==> config.mk <==
export PLATFORM = sky130hd
export DESIGN_NAME = wildcard_star_pattern_matcher
export DESIGN_NICKNAME = d
export VERILOG_FILES = /design/src/rtl/wspm_pkg.sv /design/src/rtl/wspm_cell.sv /design/src/rtl/wildcard_star_pattern_matcher.sv
export SDC_FILE = /design/constraint.sdc
export NUM_CORES = 1
export LEC_CHECK = 0
export ABC_AREA = 1
export BUFFER_PORTS_ARGS = -buffer_cell sky130_fd_sc_hd__buf_4
export CAP_MARGIN = 25
export CORE_MARGIN = 2
export CORE_UTILIZATION = 45
export CTS_BUF_LIST = sky130_fd_sc_hd__clkbuf_8
export DETAILED_ROUTE_END_ITERATION = 16
export HOLD_SLACK_MARGIN = 0.05
export PLACE_DENSITY_LB_ADDON = 0.25
export REMOVE_ABC_BUFFERS = 1
export SLEW_MARGIN = 0
export SYNTH_ARGS = -nofsm -noshare
export SYNTH_HDL_FRONTEND = slang
export SYNTH_HIERARCHICAL = 1
export SYNTH_SLANG_ARGS = --single-unit
==> constraint.sdc <==
create_clock -name i_clk -period 15.7 [get_ports i_clk]
set_input_delay 0.785 -clock i_clk [delete_from_list [all_inputs] [get_ports i_clk]]
set_output_delay 0.785 -clock i_clk [all_outputs]
set_load 0.02 [all_outputs]
==> src/rtl/wspm_pkg.sv <==
package wspm_pkg;

    localparam int unsigned MAX_PATTERN_DEF = 32;

    localparam logic [7:0] STAR_BYTE = 8'h2A;
    localparam logic [7:0] ANY_BYTE  = 8'h2E;

    typedef enum logic [1:0] {
        CMD_CLEAR  = 2'd0,
        CMD_APPEND = 2'd1,
        CMD_TEXT   = 2'd2,
        CMD_FINISH = 2'd3
    } t_cmd;

    // broadcast to every cell on each cycle
    typedef struct packed {
        logic       go;      // input beat taken this cycle
        logic       rearm;   // restart at position zero (any command but text)
        logic       append;  // pattern byte being written
        logic [7:0] symbol;
    } t_cell_ctl;

endpackage

==> src/rtl/wspm_cell.sv <==
module wspm_cell #(
    parameter int unsigned MAX_PATTERN = wspm_pkg::MAX_PATTERN_DEF,
    parameter int unsigned IDX         = 0,
    localparam int unsigned LW         = $clog2(MAX_PATTERN + 1)
) (
    input  logic                 i_clk,
    input  logic                 i_rst_n,
    input  wspm_pkg::t_cell_ctl  i_ctl,
    input  logic [LW-1:0]        i_len,        // current pattern length
    input  logic [LW-1:0]        i_len_n,      // length after this beat
    input  logic                 i_fwd,        // step in from position IDX-1
    input  logic                 i_clo_prev2,  // closed next bit of position IDX-2
    input  logic                 i_star_prev,  // position IDX-2 is starred
    input  logic                 i_star_next,  // this position is starred
    output logic                 o_fwd,
    output logic                 o_clo,
    output logic                 o_star,       // own byte is '*' within pattern
    output logic                 o_act
);
    import wspm_pkg::*;

    logic [7:0] r_sym;
    logic [7:0] n_sym;
    logic       r_act;
    logic       w_wr;
    logic       w_hit;
    logic       w_raw;

    assign w_wr   = i_ctl.go && i_ctl.append && (i_len == LW'(IDX));
    assign n_sym  = w_wr ? i_ctl.symbol : r_sym;
    assign o_star = (LW'(IDX) < i_len_n) && (n_sym == STAR_BYTE);

    // live position whose byte takes the text byte
    assign w_hit = r_act && (LW'(IDX) < i_len)
                && ((r_sym == ANY_BYTE) || (r_sym == i_ctl.symbol));

    assign o_fwd = w_hit && !i_star_next;
    assign w_raw = i_ctl.rearm ? (IDX == 0) : ((w_hit && i_star_next) || i_fwd);
    // star closure ripples two positions at a time along the row
    assign o_clo = w_raw || (i_clo_prev2 && i_star_prev);
    assign o_act = r_act;

    always_ff @(posedge i_clk) begin
        if (w_wr) begin
            r_sym <= i_ctl.symbol;
        end
        if (!i_rst_n) begin
            r_act <= (IDX == 0);
        end else if (i_ctl.go) begin
            r_act <= o_clo;
        end
    end

endmodule

==> src/rtl/wildcard_star_pattern_matcher.sv <==
// Whole-string matcher for patterns with '.' (any byte) and 'x*' (zero or
// more of x). Each input beat carries a command: clear the pattern, append a
// pattern byte, feed a text byte, or finish the text. Only a finish beat gives
// a result beat (matched, overflow) and then rearms for a fresh text on the
// same pattern; clear and append also drop any text in progress. A byte
// appended beyond MAX_PATTERN is dropped and flags overflow, which forces
// matched low until the next clear. One beat is taken every cycle while
// input stall is low; a finish result is registered into the output buffer.
// The pattern lives in a row of MAX_PATTERN cells, one per position, each
// holding its byte and its active bit, plus a final end-of-pattern bit; the
// star closure ripples combinationally along that row and sets the critical
// path (about MAX_PATTERN/2 cell hops). A two-deep output buffer decouples
// the sides: input stall rises only while two results wait to be taken.
module wildcard_star_pattern_matcher #(
    parameter int unsigned MAX_PATTERN = wspm_pkg::MAX_PATTERN_DEF
) (
    input  logic       i_clk,
    input  logic       i_rst_n,
    // input channel
    input  logic       i_in_valid,
    output logic       o_in_stall,
    input  logic [1:0] i_command,
    input  logic [7:0] i_symbol,
    // result channel
    output logic       o_out_valid,
    input  logic       i_out_stall,
    output logic       o_matched,
    output logic       o_overflow
);
    import wspm_pkg::*;

    localparam int unsigned LW = $clog2(MAX_PATTERN + 1);

    t_cmd          w_cmd;
    t_cell_ctl     w_ctl;
    logic          w_go;
    logic          w_push;
    logic          w_pop;

    logic [LW-1:0] r_len;
    logic [LW-1:0] n_len;
    logic          r_ovf;
    logic          n_ovf;
    logic          r_act_end;
    logic          n_act_end;
    logic          w_full;

    logic          w_fwd  [MAX_PATTERN];
    logic          w_clo  [MAX_PATTERN];
    logic          w_star [MAX_PATTERN];
    logic          w_act  [MAX_PATTERN + 1];
    logic          w_final;

    // output buffer: main stage and skid stage
    logic          r_out_v;
    logic          r_out_m;
    logic          r_out_o;
    logic          r_skid_v;
    logic          r_skid_m;
    logic          r_skid_o;
    logic          w_res_m;

    assign w_cmd      = t_cmd'(i_command);
    assign o_in_stall = r_skid_v;
    assign w_go       = i_in_valid && !r_skid_v;

    assign w_ctl.go     = w_go;
    assign w_ctl.rearm  = (w_cmd != CMD_TEXT);
    assign w_ctl.append = (w_cmd == CMD_APPEND);
    assign w_ctl.symbol = i_symbol;

    assign w_full = (r_len == LW'(MAX_PATTERN));

    // pattern length and overflow flag as seen after this beat
    always_comb begin
        n_len = r_len;
        n_ovf = r_ovf;
        if (w_go) begin
            case (w_cmd)
                CMD_CLEAR: begin
                    n_len = '0;
                    n_ovf = 1'b0;
                end
                CMD_APPEND: begin
                    if (w_full) begin
                        n_ovf = 1'b1;
                    end else begin
                        n_len = r_len + LW'(1);
                    end
                end
                default: begin
                end
            endcase
        end
    end

    // row of position cells; cell p talks to p-1, p+1 and (closure) p-2
    for (genvar p = 0; p < MAX_PATTERN; p++) begin : g_cell
        logic w_fwd_in;
        logic w_clo_in;
        logic w_star_prev;
        logic w_star_next;

        if (p == 0) begin : g_first
            assign w_fwd_in = 1'b0;
        end else begin : g_link
            assign w_fwd_in = w_fwd[p-1];
        end

        if (p < 2) begin : g_head
            assign w_clo_in    = 1'b0;
            assign w_star_prev = 1'b0;
        end else begin : g_body
            assign w_clo_in    = w_clo[p-2];
            assign w_star_prev = w_star[p-1];
        end

        if (p == MAX_PATTERN - 1) begin : g_tail
            assign w_star_next = 1'b0;
        end else begin : g_next
            assign w_star_next = w_star[p+1];
        end

        wspm_cell #(
            .MAX_PATTERN (MAX_PATTERN),
            .IDX         (p)
        ) u_cell (
            .i_clk       (i_clk),
            .i_rst_n     (i_rst_n),
            .i_ctl       (w_ctl),
            .i_len       (r_len),
            .i_len_n     (n_len),
            .i_fwd       (w_fwd_in),
            .i_clo_prev2 (w_clo_in),
            .i_star_prev (w_star_prev),
            .i_star_next (w_star_next),
            .o_fwd       (w_fwd[p]),
            .o_clo       (w_clo[p]),
            .o_star      (w_star[p]),
            .o_act       (w_act[p])
        );
    end

    // end-of-pattern position: reached by stepping or by closure only
    assign n_act_end = (!w_ctl.rearm && w_fwd[MAX_PATTERN-1])
                    || (w_clo[MAX_PATTERN-2] && w_star[MAX_PATTERN-1]);
    assign w_act[MAX_PATTERN] = r_act_end;

    assign w_final = w_act[r_len];
    assign w_res_m = w_final && !r_ovf;

    assign w_push = w_go && (w_cmd == CMD_FINISH);
    assign w_pop  = r_out_v && !i_out_stall;

    always_ff @(posedge i_clk) begin
        if (!i_rst_n) begin
            r_len     <= '0;
            r_ovf     <= 1'b0;
            r_act_end <= 1'b0;
            r_out_v   <= 1'b0;
            r_skid_v  <= 1'b0;
        end else begin
            r_len <= n_len;
            r_ovf <= n_ovf;
            if (w_go) begin
                r_act_end <= n_act_end;
            end

            if (r_skid_v) begin
                // input held off; drain skid into main stage
                if (w_pop) begin
                    r_out_m  <= r_skid_m;
                    r_out_o  <= r_skid_o;
                    r_skid_v <= 1'b0;
                end
            end else if (w_push) begin
                if (!r_out_v || w_pop) begin
                    r_out_v <= 1'b1;
                    r_out_m <= w_res_m;
                    r_out_o <= r_ovf;
                end else begin
                    r_skid_v <= 1'b1;
                    r_skid_m <= w_res_m;
                    r_skid_o <= r_ovf;
                end
            end else if (w_pop) begin
                r_out_v <= 1'b0;
            end
        end
    end

    assign o_out_valid = r_out_v;
    assign o_matched   = r_out_m;
    assign o_overflow  = r_out_o;

`ifndef SYNTHESIS
    a_skid_order: assert property (@(posedge i_clk) disable iff (!i_rst_n)
        r_skid_v |-> r_out_v)
        else $error("skid stage holds a beat while the main stage is empty");

    a_len_bound: assert property (@(posedge i_clk) disable iff (!i_rst_n)
        r_len <= LW'(MAX_PATTERN))
        else $error("pattern length beyond store");

    a_ovf_no_match: assert property (@(posedge i_clk) disable iff (!i_rst_n)
        (o_out_valid && o_overflow) |-> !o_matched)
        else $error("match reported on an overflowed pattern");

    a_clear: assert property (@(posedge i_clk) disable iff (!i_rst_n)
        (w_go && (w_cmd == CMD_CLEAR)) |=> ((r_len == '0) && !r_ovf && w_act[0]))
        else $error("clear did not reset the pattern state");
`endif

endmodule

==> After elaboration in Yosys (flattened, before gate mapping) <==
Index checks and enable logic that the tools add are counted.
{ "classes": {"n_addsub": 1, "n_mul": 0, "n_div": 0, "magnitude_cmp": 64, "n_eq_ne": 133, "shift": 0, "muxes": 86, "bitwise_logic": 3, "n_reduce_logical": 366} }
{ "ops": {"columns": ["operator", "count"], "rows": [
  ["$eq A8 B6 Y1 const B", 63],
  ["$eq A8 B8 Y1", 32],
  ["$mux W8", 31],
  ["$logic_and A1 B1 Y1", 226],
  ["$lt A5 B6 Y1 const A", 32],
  ["$eq A6 B5 Y1 const B", 16],
  ["$lt A4 B6 Y1 const A", 16],
  ["$logic_or A1 B1 Y1", 94],
  ["$mux W1", 50],
  ["$eq A6 B4 Y1 const B", 8],
  ["$lt A3 B6 Y1 const A", 8],
  ["$logic_not A1 Y1", 36],
  ["$eq A6 B3 Y1 const B", 4],
  ["$lt A2 B6 Y1 const A", 4],
  ["$lt A1 B6 Y1 const A", 3],
  ["$eq A6 B2 Y1 const B", 2],
  ["$mux W6", 2],
  ["$pmux W6 S2", 1],
  ["$reduce_and A4 Y1", 2],
  ["$reduce_bool A2 Y1", 4],
  ["$ge A7 B7 Y1 const B", 1],
  ["$not A6 Y7", 1],
  ["$add A6 B1 Y6 const B", 1],
  ["$bmux W1 S6", 1],
  ["11 further kinds", 15]
]} }
{ "totals": {"regBits": 302, "latch_bits": 0, "mem_bits_rw": 0, "romBits": 0, "inputBits": 14, "out_inout_bits": 4, "word_cells": 726, "memories": 0} }

==> Longest topological paths before layout <==
Gate-level depths: netlist of the first run.
{ "depth": {"word_depth": 42, "mapped_depth": 51, "ltp_nobuf": 50} }

==> Cells and area by module <==
Netlist of the first run, hierarchy kept.
{ "by_module_without_submodules": {"columns": ["module", "instances", "cells_each", "area_each_um2", "seq_area_each_um2"], "rows": [
  ["wildcard_star_pattern_matcher", 1, 190, 1109.8, 320.3],
  ["wspm_cell at g_cell[18].u_cell", 1, 104, 643.1, 180.2],
  ["wspm_cell at g_cell[22].u_cell", 1, 100, 640.6, 180.2],
  ["wspm_cell at g_cell[28].u_cell", 1, 102, 640.6, 180.2],
  ["wspm_cell at g_cell[0].u_cell", 1, 99, 639.4, 180.2],
  ["wspm_cell at g_cell[10].u_cell", 1, 98, 639.4, 180.2],
  ["wspm_cell at g_cell[24].u_cell", 1, 104, 639.4, 180.2],
  ["wspm_cell at g_cell[21].u_cell", 1, 102, 635.6, 180.2],
  ["wspm_cell at g_cell[26].u_cell", 1, 109, 635.6, 180.2],
  ["wspm_cell at g_cell[12].u_cell", 1, 101, 630.6, 180.2],
  ["wspm_cell at g_cell[6].u_cell", 1, 105, 630.6, 180.2],
  ["wspm_cell at g_cell[4].u_cell", 1, 101, 629.4, 180.2],
  ["wspm_cell at g_cell[14].u_cell", 1, 101, 628.1, 180.2],
  ["wspm_cell at g_cell[20].u_cell", 1, 104, 625.6, 180.2],
  ["+19 rows", null, null, null, null]
]} }

==> Worst setup path after synthesis of the first run <==
OpenSTA, ideal clock, no wires.
{ "synth_timing": {"kind": "input-to-reg", "from": "input i_command[0]", "to": "register g_cell[31].u_cell.r_act", "setup_ps": 112, "arrival_time_ps": 6856, "required_time_ps": 15588, "setup_slack_ps": 8732, "path_stages": 48, "path_cell_list": "inv_1 -> nor2_1 -> nand2_1 -> nor2_2 -> and3_1 -> a21oi_1 -> inv_1 -> nor3_1 -> a21oi_2 -> nand3_1 -> nor2_1 -> nor2_1 -> inv_1 -> nand2_1 -> nand2_1 -> nand2_1 -> nand2_1 -> nand2_1 -> [12 not listed] -> nand2_1 -> nand2_1 -> nand2_1 -> nand2_1 -> nand2_1 -> nand2_1 -> nand2_1 -> nand2_1 -> nand2_1 -> nand2_1 -> nand2_1 -> nand2_1 -> nand2_1 -> nand2_1 -> nand2_1 -> nand3_1 -> nand2_1 -> inv_1"} }
{ "synth_lines": {"columns": ["element", "line_no", "rtl"], "rows": [
  ["start, declared", "wildcard_star_pattern_matcher.sv:22", "input logic [1:0] i_command,"],
  ["end signal, assigned", "wspm_cell.sv:48", "r_act <= (IDX == 0);"],
  ["end signal, assigned", "wspm_cell.sv:50", "r_act <= o_clo;"],
  ["end, declared", "wspm_cell.sv:24", "logic r_act;"]
]} }

==> run_results.csv, run 1 <==
group,metric,value,unit
status,status,"finished, final reports clean",
synth,synth.cell_area,20700,µm²
layout,diodes,0,
floorplanning,start_util,45.6,%
placement,gp_congestion,0.857,
clocking,postCtsHoldBufs,0,
worst_setup_path,cp_slowest_cell,"dfxtp_2",
worst_setup_path,critPathCaptureType,"flop",
min_path,hold_path_depth,3,
sta,timing_hold_violations_final,0,
floorplanning,io_pins,18,
power_and_ir_drop,switching_share,26.7,%
min_path,min_to,"o_in_stall",
placement,place_hpwl,35900,µm
clocking,worstSkewPairLatency,640,ps
clocking,cts_root_buffer,"clkbuf_8",
power_and_ir_drop,power.internal,0.00128,W
sta,setup_tns,0,ps
layout,nets,3417,
global_route,grt_max_degree,54,
synth,ys.warnings.count,6,
routing,drt_iter0_markers,1418,
clocking,clockBufferDepth,3,
floorplanning,die_w,218,µm
worst_setup_path,start_kind,"flop",
global_route,grt_pass1_vias,16847,
routing,drc,0,
sta,rsz0062_at_grt,"false",
worst_setup_path,rr_endpoint,"r_act_end",
clocking,cts_max_level,2,
floorplanning,die_h,218,µm
power_and_ir_drop,vdd_drop_max,0.0498,mV
global_route,antenna_found_initial,0,
clocking,cts_tree,"yes",
layout,final_util,49.6,%
sta,finalCritPeriodShare,40.6,%
global_route,track_usage,22.1,%
sta,slew_headroom,37.8,%
layout,area_delta_synth_final,8.91,%
power_and_ir_drop,power_switching,0.000465,W
worst_setup_path,critPathMaxFanout,35,
floorplanning,core_area,45400,µm²
sta,fin_worst_skew,21.8,ps
worst_setup_path,cp_data_arrival_time,6940,ps
run,cap_violations,0,
routing,avgRoutedWirePerCell,12.9,µm
routing,vias,18959,
clocking,cts_made_buffers,56,
worst_setup_path,crit_type,"reg2reg",
layout,finalInstanceArea,22500,µm²
min_path,hold_start,"i_in_valid",
placement,port-buffer-count,17,
worst_setup_path,cp_top_family,"simple AND/OR/NAND/NOR gates",
clocking,path_clk_slew,60,ps
clocking,clkSinkCount,302,
synth,synthCells,3335,
routing,finalWirelength,52300,µm
power_and_ir_drop,p_per_area,77.3,nW/µm²
global_route,grt_pass1_wl,86300,µm
routing,vias_per_cell,4.69,
global_route,grt.overflow.total,0,
sta,final_max_slew_viol_count,0,
worst_setup_path,cpMostUsedCell,"nand2_1",
min_path,hold_class,"in2reg",
clocking,post_cts_resized,0,
sta,fin_crit,6370,ps
worst_setup_path,path_buf_inv,3,
worst_setup_path,slowest_delay,730,ps
floorplanning,dieArea,47700,µm²
layout,layout-drive-gt1-share,10.4,%
clocking,cts_setup_buffers,0,
worst_setup_path,worstReg2RegStart,"r_len[1]",
power_and_ir_drop,p_comb_share,9.0,%
power_and_ir_drop,seqPwrFrac,45.7,%
worst_setup_path,r2r_setup_slack,9330,ps
worst_setup_path,cp.required,16260,ps
synth,syn_area_per_cell,6.20,µm²
routing,ant_nets,0,
sta,worst_pin_slew,931,ps
floorplanning,rows,78,
worst_setup_path,reg2reg_depth,46,
layout,finalNonFillerCells,4042,
sta,max_freq,0.157,GHz
routing,drt_first_pass_iters,5,
power_and_ir_drop,p_leak,11.3,nW
placement,place_area,21400,µm²
sta,setup_viol,0,
power_and_ir_drop,clockPowerShare,45.2,%
placement,numPlacedInstances,3943,
==> worst min-delay path, delay by kind of cell <==
kind | cells | cell delay (ps)
buffers and inverters | 1 | 90
AOI/OAI and AO/OA | 1 | 80
and+or+nand+nor | 1 | 80
==> layer usage <==
| layer | part of all wire (%) | track usage (%) | wire (µm) | vias up |
|---|---|---|---|---|
| li1 | - | - | - | 10345 |
| met1 | 51 | 31.3 | 26600 | 8227 |
| met2 | 43 | 34.9 | 22300 | 312 |
| met3 | 4.3 | 2.91 | 2250 | 75 |
| met4 | 2.3 | 6.53 | 1200 | 0 |
| met5 | 0 | 0 | 0 | - |
==> metrics by stage <==
| stage | setup slack [ps] | hold slack, ps | power, W |
|---|---|---|---|
| after floorplan | 8760 | 453 | 0.000912 |
| after global placement | 9160 | 476 | 0.000969 |
| after detailed placement | 9070 | 480 | 0.000970 |
| after CTS | 9380 | 382 | 0.00177 |
| after global routing | 8630 | 496 | 0.00182 |
| final | 9330 | 435 | 0.00174 |
==> state kept, by name, summed over array words and instances (netlist names) <==
register and flops:
o_matched 1, r_act_end 1, o_out_valid 1, r_skid_o 1, g_cell.u_cell/r_sym 256, r_len 6
r_ovf 1, r_skid_m 1, o_in_stall 1, g_cell.u_cell/o_act 32, o_overflow 1
==> power by group through the flow <==
stage | Sequential (W) | Clock [W] | Combinational [W]
after floorplan | 0.000811 | 0 | 0.000101
after global placement | 0.000813 | 0 | 0.000156
after detailed placement | 0.000813 | 0 | 0.000157
after CTS | 0.000796 | 0.000812 | 0.000158
after global routing | 0.000798 | 0.000844 | 0.000179
final | 0.000796 | 0.000788 | 0.000157
==> area by class of cell <==
class / instances / area [µm²]
fill: 4779 / 22900
multi-input combinational: 2370 / 11800
clock buffer: 72 / 991
sequential: 302 / 6090
timing repair buffer: 37 / 278
tap: 600 / 751
inverter: 634 / 2400
clock inverter: 27 / 165
==> worst max path at each step <==
stage / startpoint / end / cells after the start
2_1_floorplan: i_command[0] / g_cell[31].u_cell/o_act / 48
3_3_place_gp: i_in_valid / r_act_end / 46
3_5_place_dp: i_in_valid / r_act_end / 46
4_1_cts: r_len[1] / r_act_end / 46
5_1_grt: r_len[1] / r_act_end / 46
6_report: r_len[1] / r_act_end / 46
==> layout by cell type, fill, tap and decap left out, drive strengths merged, types with 2 or more instances in the layout <==
master and count:
bufinv 2, nor2b 2, conb 7, clkbuf 72, buf 37, edfxtp 4, nor2 320, nand3 183
and3 7, nor3b 8, a31oi 5, or2 12, a31o 2, nor4 16, mux2 3, inv 643
o31ai 2, nand4 45, clkinv 16, xnor2 124, nand3b 4, a211o 2, nand2 1241, o21ai 199
a211oi 2, a21oi 42, o2111ai 2, o21a 59, a21o 3, dfxtp 298, nor3 61, a21boi 9
or3 2, ha 2
Power figures use the tool's default switching activity.
==> run 2: changes to the inputs <==
Settings changed: ABC_AREA 1 to 0.
Clock period 15.7 ns to 6.05 ns, I/O delays scaled along.
==> run 2 against run 1 <==
  * The flow now finishes with violations (negative setup slack)
  * Maximum frequency is 18% lower
  * Register-to-register slack worse by 11000 ps
  * Utilization is 7.8 points higher
  * Critical endpoint is now g_cell[17].u_cell/o_act
==> run_results.csv, run 2 <==
group,metric,value,unit
status,status,"complete, but fails checks",
status,violations,"negative setup slack",
routing,vias,16965,
routing,vias_per_cell,5.90,
sta,worst_pin_slew,1010,ps
worst_setup_path,critPathCaptureType,"flop",
routing,finalWirelength,57800,µm
layout,nets,2309,
floorplanning,die_h,209,µm
worst_setup_path,slowest_delay,460,ps
layout,regMostFlops,"g_cell.u_cell/r_sym",
routing,drt_first_pass_iters,7,
placement,gp_congestion,0.962,
worst_setup_path,critPathMaxFanout,15,
min_path,hold_class,"in2reg",
floorplanning,io_pins,18,
floorplanning,rows,75,
sta,fin_crit,7780,ps
synth,synth.cell_area,18900,µm²
floorplanning,dieArea,43600,µm²
layout,finalNonFillerCells,2873,
synth,synthCells,1875,
floorplanning,die_w,209,µm
power_and_ir_drop,p_per_area,192,nW/µm²
run,cap_violations,0,
global_route,grt_pass1_wl,92700,µm
power_and_ir_drop,switching_share,26.3,%
routing,avgRoutedWirePerCell,20.1,µm
clocking,worstSkewPairLatency,660,ps
power_and_ir_drop,vdd_drop_max,0.140,mV
floorplanning,start_util,45.3,%
sta,slew_headroom,31.8,%
sta,fin_worst_skew,44.0,ps
routing,drc,0,
sta,timing_hold_violations_final,0,
power_and_ir_drop,power.internal,0.00338,W
worst_setup_path,crit_type,"reg2reg",
clocking,clkSinkCount,302,
sta,fin_hold_ws,87.0,ps
clocking,cts_made_buffers,54,
worst_setup_path,cp_top_family,"buffers and inverters",
global_route,grt.overflow.total,0,
layout,area_delta_synth_final,26.9,%
power_and_ir_drop,seqPwrFrac,44.9,%
synth,syn_area_per_cell,10.1,µm²
worst_setup_path,cp_slowest_cell,"nor4_1",
clocking,cts_root_buffer,"clkbuf_8",
power_and_ir_drop,power_switching,0.00121,W
worst_setup_path,cp.required,6620,ps
worst_setup_path,cp_data_arrival_time,8340,ps
clocking,cts_tree,"yes",
floorplanning,core_area,41700,µm²
routing,ant_nets,0,
routing,drt_iter0_markers,1215,
synth,ys.warnings.count,6,
sta,max_freq,0.129,GHz
sta,layout_setup_ws,-1730,ps
power_and_ir_drop,power,0.00459,W
power_and_ir_drop,clockPowerShare,44.7,%
clocking,clockBufferDepth,3,
global_route,grt_pass1_vias,17305,
worst_setup_path,start_kind,"flop",
worst_setup_path,cpMostUsedCell,"buf_4",
layout,final_cell_mix,"buf_4, dfxtp_1, mux2_2",
layout,diodes,0,
placement,place_ws,-2500,ps
placement,place_hpwl,36800,µm
worst_setup_path,path_buf_inv,25,
sta,finalCritPeriodShare,129,%
sta,setup_viol,13,
sta,final_max_slew_viol_count,0,
layout,layout-drive-gt1-share,38.3,%
clocking,cts_max_level,2,
placement,numPlacedInstances,2683,
layout,final_util,57.5,%
sta,rsz0062_at_grt,"true",
global_route,grt_max_degree,56,
global_route,track_usage,26.3,%
power_and_ir_drop,p_leak,9.85,nW
clocking,path_clk_slew,70,ps
placement,port-buffer-count,17,
power_and_ir_drop,p_comb_share,10.4,%
layout,largest_register_ffs,256,
global_route,antenna_found_initial,1,
layout,final_common_cell,"buf_4",
## run 2: routing by layer
layer | global-route usage (%) | vias up | wire length, µm
met5 | 0 | - | 0
met4 | 12.4 | 0 | 2090
met3 | 4.37 | 141 | 3550
met2 | 43.6 | 537 | 27100
met1 | 33.4 | 8290 | 25000
li1 | - | 7997 | -
## run 2: repair_timing
item                                    4_1_cts  5_1_grt
buffers inserted                            118       15
endpoints found under the hold margin         7        0
resized for setup                            57       46
hold buffers                                  5        0
endpoints found under the setup margin       15       18
pin swaps                                    62       57
gates cloned                                  0        0
## run 2: area by class of cell
class | instances | area (µm²)
Inverter | 63 | 236
Tap cell | 539 | 674
Clock buffer | 66 | 908
Sequential cell | 302 | 6090
Timing Repair Buffer | 367 | 2800
Clock inverter | 31 | 244
Multi-Input combinational cell | 1505 | 13000
Fill cell | 3583 | 17700
## run 2: power by group through the flow
stage | clock network [W] | registers, W | logic, W
6_report | 0.00205 | 0.00206 | 0.000475
5_1_grt | 0.00219 | 0.00206 | 0.000509
4_1_cts | 0.00210 | 0.00206 | 0.000466
3_5_place_dp | 0 | 0.00210 | 0.000452
3_3_place_gp | 0 | 0.00210 | 0.000445
2_1_floorplan | 0 | 0.00211 | 0.000208
## run 2: worst reg2reg max path, delay by kind of cell (launching register included)
kind	cells	cell delay, ps
AO/OA/AOI/OAI	16	2240
buffers and inverters	25	3190
flip-flops	1	340
AND/OR/NAND/NOR	13	1950
## run 2: final timing paths
check                              from                    endpoint  slack (ps)  cells after the start
max                            r_len[4]     g_cell[17].u_cell/o_act       -1730                     54
min                         i_symbol[5]   g_cell[6].u_cell/r_sym[5]          90                      2
max reg2reg                    r_len[4]     g_cell[17].u_cell/o_act       -1730                     54
min reg2reg  g_cell[20].u_cell/r_sym[3]  g_cell[20].u_cell/r_sym[3]         520                      1
## run 2: metrics by stage
step                      cell area, µm²  setup TNS [ps]
after CTS                          23900          -14050
final                              23900          -14530
after floorplan                    18800          -89980
after global placement             21600          -17850
after global routing               23900          -20570
after detailed placement           21600          -21310
